File: src/hdl/wmbdt_pkg.sv
// shared constants, types, the wrap-order compare and the ring index step for the base delay tracker
package wmbdt_pkg;

   localparam int HISTORY_DEPTH = 20;
   localparam int DATA_W        = 32;
   localparam int IDX_W         = $clog2(HISTORY_DEPTH);
   localparam logic [IDX_W-1:0] LAST_IDX = IDX_W'(HISTORY_DEPTH - 1);

   typedef logic [DATA_W-1:0] delay_type;
   typedef logic [IDX_W-1:0]  index_type;

   typedef enum logic [1:0] {
      ST_IDLE,
      ST_FILL,
      ST_LOOK,
      ST_SCAN
   } state_type;

   // a before b when the forward distance is the shorter one
   function automatic logic wrap_less(input delay_type a, input delay_type b);
      delay_type up;
      delay_type down;
      up   = b - a;
      down = a - b;
      return up < down;
   endfunction

   function automatic index_type next_index(input index_type idx);
      return (idx == LAST_IDX) ? '0 : idx + index_type'(1);
   endfunction

endpackage

File: src/hdl/windowed_min_base_delay_tracker.sv
// windowed minimum base delay tracker: bucket ring in ram, base and index in flops
// a result is registered in the look state once the output register is free; the first sample after
//   reset first passes the fill state, writing every bucket through the one write port
// a new sample is taken only in the idle state (read bucket, then merge); a step sample then
//   rescans the ring in the scan state, one bucket per cycle on the ram read port
// reset clears state, index, primed and the result valid; ring and base are filled by
//   the first sample
module windowed_min_base_delay_tracker (
   input  logic                  clock,
   input  logic                  reset,
   input  logic                  req_valid,
   output logic                  req_ready,
   input  wmbdt_pkg::delay_type  req_sample,
   input  logic                  req_step,
   output logic                  rsp_valid,
   input  logic                  rsp_ready,
   output wmbdt_pkg::delay_type  rsp_delay_over_base
);
   import wmbdt_pkg::*;

   state_type state_ff, state_in;
   logic      primed_ff, primed_in;
   delay_type base_ff, base_in;
   index_type index_ff, index_in;
   delay_type sample_ff, sample_in;
   logic      step_ff, step_in;
   index_type cnt_ff, cnt_in;
   logic      issue_ff, issue_in;
   logic      rd_valid_ff, rd_valid_in;
   index_type rd_addr_ff, rd_addr_in;
   logic      rsp_valid_ff, rsp_valid_in;
   delay_type rsp_data_ff, rsp_data_in;

   logic      wr_en;
   index_type wr_addr;
   delay_type wr_data;
   index_type rd_addr;
   delay_type rd_data;

   logic      out_free;
   logic      lower_base;
   logic      lower_bkt;
   delay_type merged_base;
   delay_type scan_val;

   wmbdt_ram #(
      .DEPTH (HISTORY_DEPTH),
      .WIDTH (DATA_W)
   ) u_ring (
      .clock   (clock),
      .wr_en   (wr_en),
      .wr_addr (wr_addr),
      .wr_data (wr_data),
      .rd_addr (rd_addr),
      .rd_data (rd_data)
   );

   assign out_free    = !rsp_valid_ff || rsp_ready;
   assign lower_base  = wrap_less(sample_ff, base_ff);
   assign lower_bkt   = wrap_less(sample_ff, rd_data);
   assign merged_base = lower_base ? sample_ff : base_ff;
   // the bucket just advanced to holds the sample, whatever the ram still returns
   assign scan_val    = (rd_addr_ff == index_ff) ? sample_ff : rd_data;

   always_comb begin
      state_in     = state_ff;
      primed_in    = primed_ff;
      base_in      = base_ff;
      index_in     = index_ff;
      sample_in    = sample_ff;
      step_in      = step_ff;
      cnt_in       = cnt_ff;
      issue_in     = issue_ff;
      rd_valid_in  = 1'b0;
      rd_addr_in   = rd_addr_ff;
      rsp_valid_in = rsp_valid_ff && !rsp_ready;
      rsp_data_in  = rsp_data_ff;
      req_ready    = 1'b0;
      wr_en        = 1'b0;
      wr_addr      = index_ff;
      wr_data      = sample_ff;
      rd_addr      = index_ff;

      case (state_ff)
         ST_IDLE: begin
            req_ready = 1'b1;
            if (req_valid) begin
               sample_in = req_sample;
               step_in   = req_step;
               cnt_in    = '0;
               state_in  = primed_ff ? ST_LOOK : ST_FILL;
            end
         end

         ST_FILL: begin
            wr_en   = 1'b1;
            wr_addr = cnt_ff;
            base_in = sample_ff;
            cnt_in  = cnt_ff + index_type'(1);
            if (cnt_ff == LAST_IDX) begin
               primed_in = 1'b1;
               state_in  = ST_LOOK;
            end
         end

         ST_LOOK: begin
            if (out_free) begin
               wr_en        = lower_base || lower_bkt;
               rsp_valid_in = 1'b1;
               rsp_data_in  = sample_ff - merged_base;
               base_in      = merged_base;
               if (step_ff) begin
                  index_in = next_index(index_ff);
                  base_in  = sample_ff;
                  cnt_in   = '0;
                  issue_in = 1'b1;
                  state_in = ST_SCAN;
               end else begin
                  state_in = ST_IDLE;
               end
            end
         end

         ST_SCAN: begin
            if (issue_ff) begin
               rd_addr     = cnt_ff;
               rd_valid_in = 1'b1;
               rd_addr_in  = cnt_ff;
               cnt_in      = cnt_ff + index_type'(1);
               if (cnt_ff == LAST_IDX) begin
                  issue_in = 1'b0;
               end
               // new bucket takes the sample on the first scan cycle
               wr_en = (cnt_ff == '0);
            end
            if (rd_valid_ff) begin
               if (wrap_less(scan_val, base_ff)) begin
                  base_in = scan_val;
               end
               if (rd_addr_ff == LAST_IDX) begin
                  state_in = ST_IDLE;
               end
            end
         end

         default: begin
            state_in = ST_IDLE;
         end
      endcase
   end

   always_ff @(posedge clock) begin
      if (reset) begin
         state_ff     <= ST_IDLE;
         primed_ff    <= 1'b0;
         index_ff     <= '0;
         issue_ff     <= 1'b0;
         rd_valid_ff  <= 1'b0;
         rsp_valid_ff <= 1'b0;
      end else begin
         state_ff     <= state_in;
         primed_ff    <= primed_in;
         index_ff     <= index_in;
         issue_ff     <= issue_in;
         rd_valid_ff  <= rd_valid_in;
         rsp_valid_ff <= rsp_valid_in;
      end
   end

   always_ff @(posedge clock) begin
      base_ff     <= base_in;
      sample_ff   <= sample_in;
      step_ff     <= step_in;
      cnt_ff      <= cnt_in;
      rd_addr_ff  <= rd_addr_in;
      rsp_data_ff <= rsp_data_in;
   end

   assign rsp_valid           = rsp_valid_ff;
   assign rsp_delay_over_base = rsp_data_ff;

endmodule

File: src/hdl/wmbdt_ram.sv
// generic single write, single read port ram with registered read data
module wmbdt_ram #(
   parameter int DEPTH = 20,
   parameter int WIDTH = 32,
   parameter int AW    = $clog2(DEPTH)
) (
   input  logic             clock,
   input  logic             wr_en,
   input  logic [AW-1:0]    wr_addr,
   input  logic [WIDTH-1:0] wr_data,
   input  logic [AW-1:0]    rd_addr,
   output logic [WIDTH-1:0] rd_data
);

   logic [WIDTH-1:0] mem [DEPTH];
   logic [WIDTH-1:0] rd_data_ff;

   always_ff @(posedge clock) begin
      if (wr_en) begin
         mem[wr_addr] <= wr_data;
      end
   end

   always_ff @(posedge clock) begin
      rd_data_ff <= mem[rd_addr];
   end

   assign rd_data = rd_data_ff;

endmodule

File: config.mk
export PLATFORM = sky130hd
export DESIGN_NAME = windowed_min_base_delay_tracker
export DESIGN_NICKNAME = d
export VERILOG_FILES = /design/src/hdl/wmbdt_pkg.sv /design/src/hdl/windowed_min_base_delay_tracker.sv /design/src/hdl/wmbdt_ram.sv
export SDC_FILE = /design/constraint.sdc
export NUM_CORES = 1
export LEC_CHECK = 0
export BUFFER_PORTS_ARGS = -buffer_cell sky130_fd_sc_hd__buf_2
export CORE_AREA = 2 2 386 273
export CTS_CLUSTER_SIZE = 8
export DETAILED_ROUTE_END_ITERATION = 6
export DIE_AREA = 0 0 388 275
export PLACE_DENSITY_LB_ADDON = 0.12
export SYNTH_ARGS = -nofsm -noshare
export SYNTH_HDL_FRONTEND = slang
export SYNTH_HIERARCHICAL = 1
export SYNTH_SLANG_ARGS = --single-unit
File: constraint.sdc
create_clock -name clock -period 10.4 [get_ports clock]
set_input_delay 0.52 -clock clock [delete_from_list [all_inputs] [get_ports clock]]
set_output_delay 0.52 -clock clock [all_outputs]
set_load 0.05 [all_outputs]
* Yosys cells after proc, flatten, opt, wreduce, memory -nomap -nowiden
Memory sizes are Yosys's and may differ from the RTL's. A register that Yosys moved wholly into a read port is not among the register bits. Cells that the tools add are included.
Storage, ports and cells: register bits 118, bits in latches 0, RAM bits 640, memory bits (read-only) 0, input bits 37, output and inout bits 34, logic and storage cells 98, memories kept 1
Memories:
- u_ring.mem | words 20, width 32, rd ports 1, clocked after Yosys merged registers in 1, write ports 1, line wmbdt_ram.sv:15 | logic [WIDTH-1:0] mem [DEPTH];
Operators by class: $add $sub $neg 9, $mul 0, divide/modulo/power cells 0, order comparisons 3, equality and inequality tests 15, shift-type cells 0, mux-type cells 38, bitwise logic cells 1, reductions and logical operators 19
Operators by type and width (number):
- $sub A32 B32 Y32 | 7
- $mux W32 | 6
- $lt A32 B32 Y1 | 3
- $pmux W32 S3 | 1
- $mux W5 | 8
- $pmux W5 S4 | 1
- $ne A2 B2 Y1 const B | 8
- $eq A5 B5 Y1 const B | 3
- $mux W2 | 7
- $mux W1 | 12
- $add A5 B1 Y5 const B | 2
- $pmux W2 S4 | 1
- $reduce_and A2 Y1 | 4
- $reduce_and A4 Y1 | 2
- $reduce_and A3 Y1 | 2
- $eq A5 B5 Y1 | 1
- $logic_not A5 Y1 | 1
- $reduce_and A5 Y1 | 1
- $eq A2 B2 Y1 const B | 2
- $pmux W1 S3 | 1
- $reduce_bool A3 Y1 | 1
- $eq A2 B1 Y1 const B | 1
- $logic_not A1 Y1 | 2
- $logic_not A2 Y1 | 1
- other kinds (6) | 7

* Logic depth before layout (Yosys ltp)
word-level depth 7, gate-level depth with buffers 34, gate-level depth less buffers 31

* Modules after synthesis
The synthesis kept the hierarchy.
By module, submodules not included:
- wmbdt_ram | times used 1, cells an instance 1362, area an instance 25459.4 um2
- windowed_min_base_delay_tracker | times used 1, cells an instance 2340, area an instance 18470.2 um2

* Worst setup path after synthesis
OpenSTA, ideal clock, no wires.
kind register to register, start register rd_addr_ff[1], end register base_ff[0], enable pin, arrival 7189 ps, required time 9934 ps, slack 2746 ps, stages on the path, launching flop included 27, period minus slack after synthesis 7654 ps, cells stage by stage edfxtp_1 > xor2_1 > or2_2 > buf_2 > nor2_1 > clkbuf_1 > nor2_1 > a21oi_1 > inv_1 > ha_1 > clkbuf_1 > nand2_1 > nor2_1 > o31ai_1 > o221a_2 > nor3_4 > a21o_1 > a21oi_1 > o41ai_1 > xor2_1 > ha_1 > and4_1 > a21oi_1 > nand2_1 > nor4_1 > nand3b_1 > o21ai_0
Between the ends: cells in the longest elaborated chain, start to end 6
RTL lines:
- start, declared | line windowed_min_base_delay_tracker.sv:30 | index_type rd_addr_ff, rd_addr_in;
- start signal, assigned | line windowed_min_base_delay_tracker.sv:175 | rd_addr_ff <= rd_addr_in;
- $eq A5 B5 Y1 * | line windowed_min_base_delay_tracker.sv:63 | assign scan_val = (rd_addr_ff == index_ff) ? sample_ff : rd_data;
- $mux W32 * | line windowed_min_base_delay_tracker.sv:63
- $sub A32 B32 Y32 (on tied branches) | line wmbdt_pkg.sv:23, wmbdt_pkg.sv:24
- $lt A32 B32 Y1 * | line wmbdt_pkg.sv:25 | return up < down;
- $ne A2 B2 Y1 (no source line) *
- $reduce_and A4 Y1 (no source line) *
- end signal, assigned | line windowed_min_base_delay_tracker.sv:171 | base_ff <= base_in;
- end, declared | line windowed_min_base_delay_tracker.sv:23 | delay_type base_ff, base_in;
Every way passes the cells marked *; elsewhere a longest branch is shown, timed or not. A chain may end at the register's enable or synchronous reset.

* Worst setup path in the final report
start register sample_ff[0], end register rsp_data_ff[30], in the netlist rsp_delay_over_base[30] (data pin)
Between the ends: cells in the longest elaborated chain, start to end 4
RTL lines:
- start, declared | line windowed_min_base_delay_tracker.sv:25 | delay_type sample_ff, sample_in;
- start signal, assigned | line windowed_min_base_delay_tracker.sv:172 | sample_ff <= sample_in;
- $sub A32 B32 Y32 (on tied branches) | line wmbdt_pkg.sv:23, wmbdt_pkg.sv:24
- $lt A32 B32 Y1 | line wmbdt_pkg.sv:25
- $mux W32 | line windowed_min_base_delay_tracker.sv:61 | assign merged_base = lower_base ? sample_ff : base_ff;
- $sub A32 B32 Y32 * | line windowed_min_base_delay_tracker.sv:110 | rsp_data_in = sample_ff - merged_base;
- end signal, assigned | line windowed_min_base_delay_tracker.sv:176 | rsp_data_ff <= rsp_data_in;
- end, declared | line windowed_min_base_delay_tracker.sv:32 | delay_type rsp_data_ff, rsp_data_in;
Marked as above.

==> metrics.md <==
| Metric | Value |
|---|---|
| Status | complete, no violations |
| CP peak stage delay | around 0.90 ns |
| Post-route ant nets | 0 |
| Synth cell count leaders | edfxtp_1, a21oi_1, ha_1, nor2_1, mux2i_1 |
| Final setup fails | 0 |
| Resized Gates After CTS | 0 |
| Clock Path Buffers | 3 |
| Reg clk slew, reported paths | around 0.060 ns |
| DRT iter0 DRCs | 2988 |
| Slew HR | 21.7% |
| IO Count | 71 |
| Crit-path max FO | 28 |
| PortBufs | 70 |
| Combinational family with the most area after synthesis | compound AO/OA/AOI/OAI gates |
| Top delay family on crit path | compound AO/OA/AOI/OAI gates |
| Leading area contributor after synthesis | edfxtp_1 |
| Worst hold path type | in -> reg |
| Mapped cell area | between 40000 and 50000 µm² |
| First-pass GRT wire length | 198000 µm |
| CP Data Required Time | ~11 ns |
| GRT Resource Usage Total | 25.2% |
| Nature of the critical path startpoint | flop |
| Pwr Density | 286 nW/µm² |
| Drt wl/cell | 25.8 µm |
| Prevailing post-synth register cell | edfxtp_1 |
| Die width | 388 µm |
| RePlAce Congestion | 0.948 |
| Routed WL | 136000 µm |
| Reg power frac | 28.7% |
| Clock sinks | 790 |
| Top cells by area, synth | edfxtp_1, ha_1, mux2i_1 |
| CTS tree | done |
| Total Power | 14.2 mW |
| Synth Area in XOR/XNOR | 4.25% |
| Final nets | just over 4000 |
| Synth Area per Inst | 11.9 µm² |
| Initial Utilization | 42.5% |
| Post-Syn Instances | around 3700 |
| # rows | 99 |
| Pint | 8.40 mW |
| Largest net degree at the start of global routing | 129 |
| Area share of the largest cell type after synthesis | 51.1% |
| GRT overflow | 0 |
| Worst-Margin Slew | 1.17 ns |
| Post-CTS Setup Bufs | 0 |
| Buffer and inverter count on the worst path | 1 |
| Simple-Gate Fraction of Synth Area | 7.94% |
| Vias in the first global route | 29100 |
| CTS Buf Count | 109 |
| Final Skew | 0.0718 ns |
| Sequential area share after synthesis | a little over half |
| Vias | 30700 |
| Detailed placer's ending HPWL | 93500 µm |
| Yosys reg bits | 790 |
| Layout cells sized above 1 | 10.3% |
| Fin crit share | 90.9% |
| Synth Area in Compound Gates | 14.3% |
| Power share of the combinational group | 47.4% |
| Area Overhead vs Synth | 12.5% |
| CTS root buf | clkbuf_16 |
| H-tree depth | 3 |
| Adder-cell share of the synthesized area | 8.98% |
| EDFF count, synth | 747 |
| Count leader, synth | edfxtp_1 |
| Mux contribution to synthesized area | 7.88% |
| Critical Path End Type | flop |
| Lkg Pwr | approximately 18 nW |
| Synth warn | 6 |
| Critical path class | reg -> reg |
| Clock Power Share | 23.8% |
| Synth unique cells | 86 |
| Max Cap Violations | 0 |
| Core ar. | just over 100000 µm² |
| Post-synthesis async set-or-reset flop share | 0% |
| Die Y | about 280 µm |
| Worst-Skew Late Latency | 0.72 ns |
| Net Sw Power | approximately 5.8 mW |
| Post-route setup TNS | 0 ns |
| Max VDD drop | roughly 0.18 mV |
| Final Hold Viols | 0 |
| Initial antenna violation count | 3 |
| Crit path DAT | 9.88 ns |
| Via-to-Cell Ratio | 5.82 |
| Synth Net Count | between 4000 and 5000 |
| Total Die Area | 107000 µm² |
| Clock period minus worst slack | 9.45 ns |
| Number of iterations in the first detailed-routing pass | 6 |
| DR DRC count | 0 |
| Switching share of power | 40.7% |
| Fmax | 106 MHz |
| Most common cell on crit path | a21oi_1 |
| RSZ-0062 raised after global routing | no |
| Final Slew Violations | 0 |
| Crit-path slowest cell | edfxtp_1 |
-- final timing paths --
kind / cells past startpoint / endpoint / startpoint / slack [ns]
worst min register to register: 2 / primed_ff / primed_ff / 0.48
worst max-delay path: 28 / rsp_delay_over_base[30] / sample_ff[0] / 0.95
worst min-delay path: 1 / sample_ff[4] / req_sample[4] / 0.05
worst max register to register: 28 / rsp_delay_over_base[30] / sample_ff[0] / 0.95
-- through the flow --
step,setup WS [ns],instance area [µm²],utilization (%),hold slack [ns],std cells
after floorplan,2.75,43900,-,0.445,3702
after global placement,1.42,45900,44.4,0.475,5035
after detailed placement,1.35,45900,44.4,0.472,5035
after CTS,1.26,49400,47.8,0.00440,5265
after global routing,0.441,49400,47.8,0.00891,5265
final,0.947,49400,47.9,0.0497,5267
-- cells in the final DEF, fill, tap and decap left out, drive strengths merged, types with 16 or more instances in the layout --
cell / n
nand2: 183
mux2i: 225
o21ai: 145
a31oi: 16
nor3: 28
o21bai: 55
inv: 189
a221oi: 16
ha: 304
a211oi: 44
dfxtp: 43
nor2: 271
nand3: 106
dlygate4sd3: 28
a21oi: 355
edfxtp: 747
a221o: 34
mux4: 32
mux2: 43
a22oi: 33
xor2: 76
xnor2: 137
o22ai: 31
nor2b: 28
nand2b: 24
a21o: 136
o21a: 17
buf: 146
clkbuf: 193
nand4: 40
-- power by group through the flow --
stage / clock network, mW / logic (mW) / registers [mW]
2_1_floorplan: 0 / 4.56 / 4.24
3_3_place_gp: 0 / 6.58 / 4.13
3_5_place_dp: 0 / 6.55 / 4.13
4_1_cts: 3.44 / 6.61 / 4.07
5_1_grt: 3.58 / 7.45 / 4.09
6_report: 3.37 / 6.72 / 4.07
-- registers in the layout, indices dropped and copies added, names as in the netlist, 2 cells and up --
register,count
u_ring/mem,640
state_ff,2
sample_ff,32
cnt_ff,5
rd_addr_ff,5
base_ff,32
index_ff,5
rsp_delay_over_base,32
u_ring/rd_data,32
-- repair_timing --
item	4_1_cts	5_1_grt
hold buffers	28	0
setup endpoints to repair	0	0
endpoints found under the hold margin	28	0
-- per-layer routing --
layer	track usage, %	share of wire, %	vias to the layer above
li1	-	-	14100
met1	39.7	51	15300
met3	6.98	8.8	130
met4	3.99	1.3	0
met2	34.5	39	1102
met5	0	0	-
-- cell families (layout without fill, tap and decap cells) --
logic type	Yosys count	in the layout
adders and majority gates	311	311
muxes	300	300
buffers and inverters	363	563
AOI/OAI and AO/OA	972	972
other	0	2
xor gates and xnor gates	213	213
and+or+nand+nor	753	753
DFF	790	790
-- area by class of cell --
class	count	area, µm²
clock inverter	9	179
fill	9380	53900
tap	1363	1710
inverter	187	702
multi-input combinational	2549	19300
sequential	790	23300
timing repair buffer	174	1230
antenna	2	5.00
clock buffer	193	3050
(Power assumes the default switching activity.)
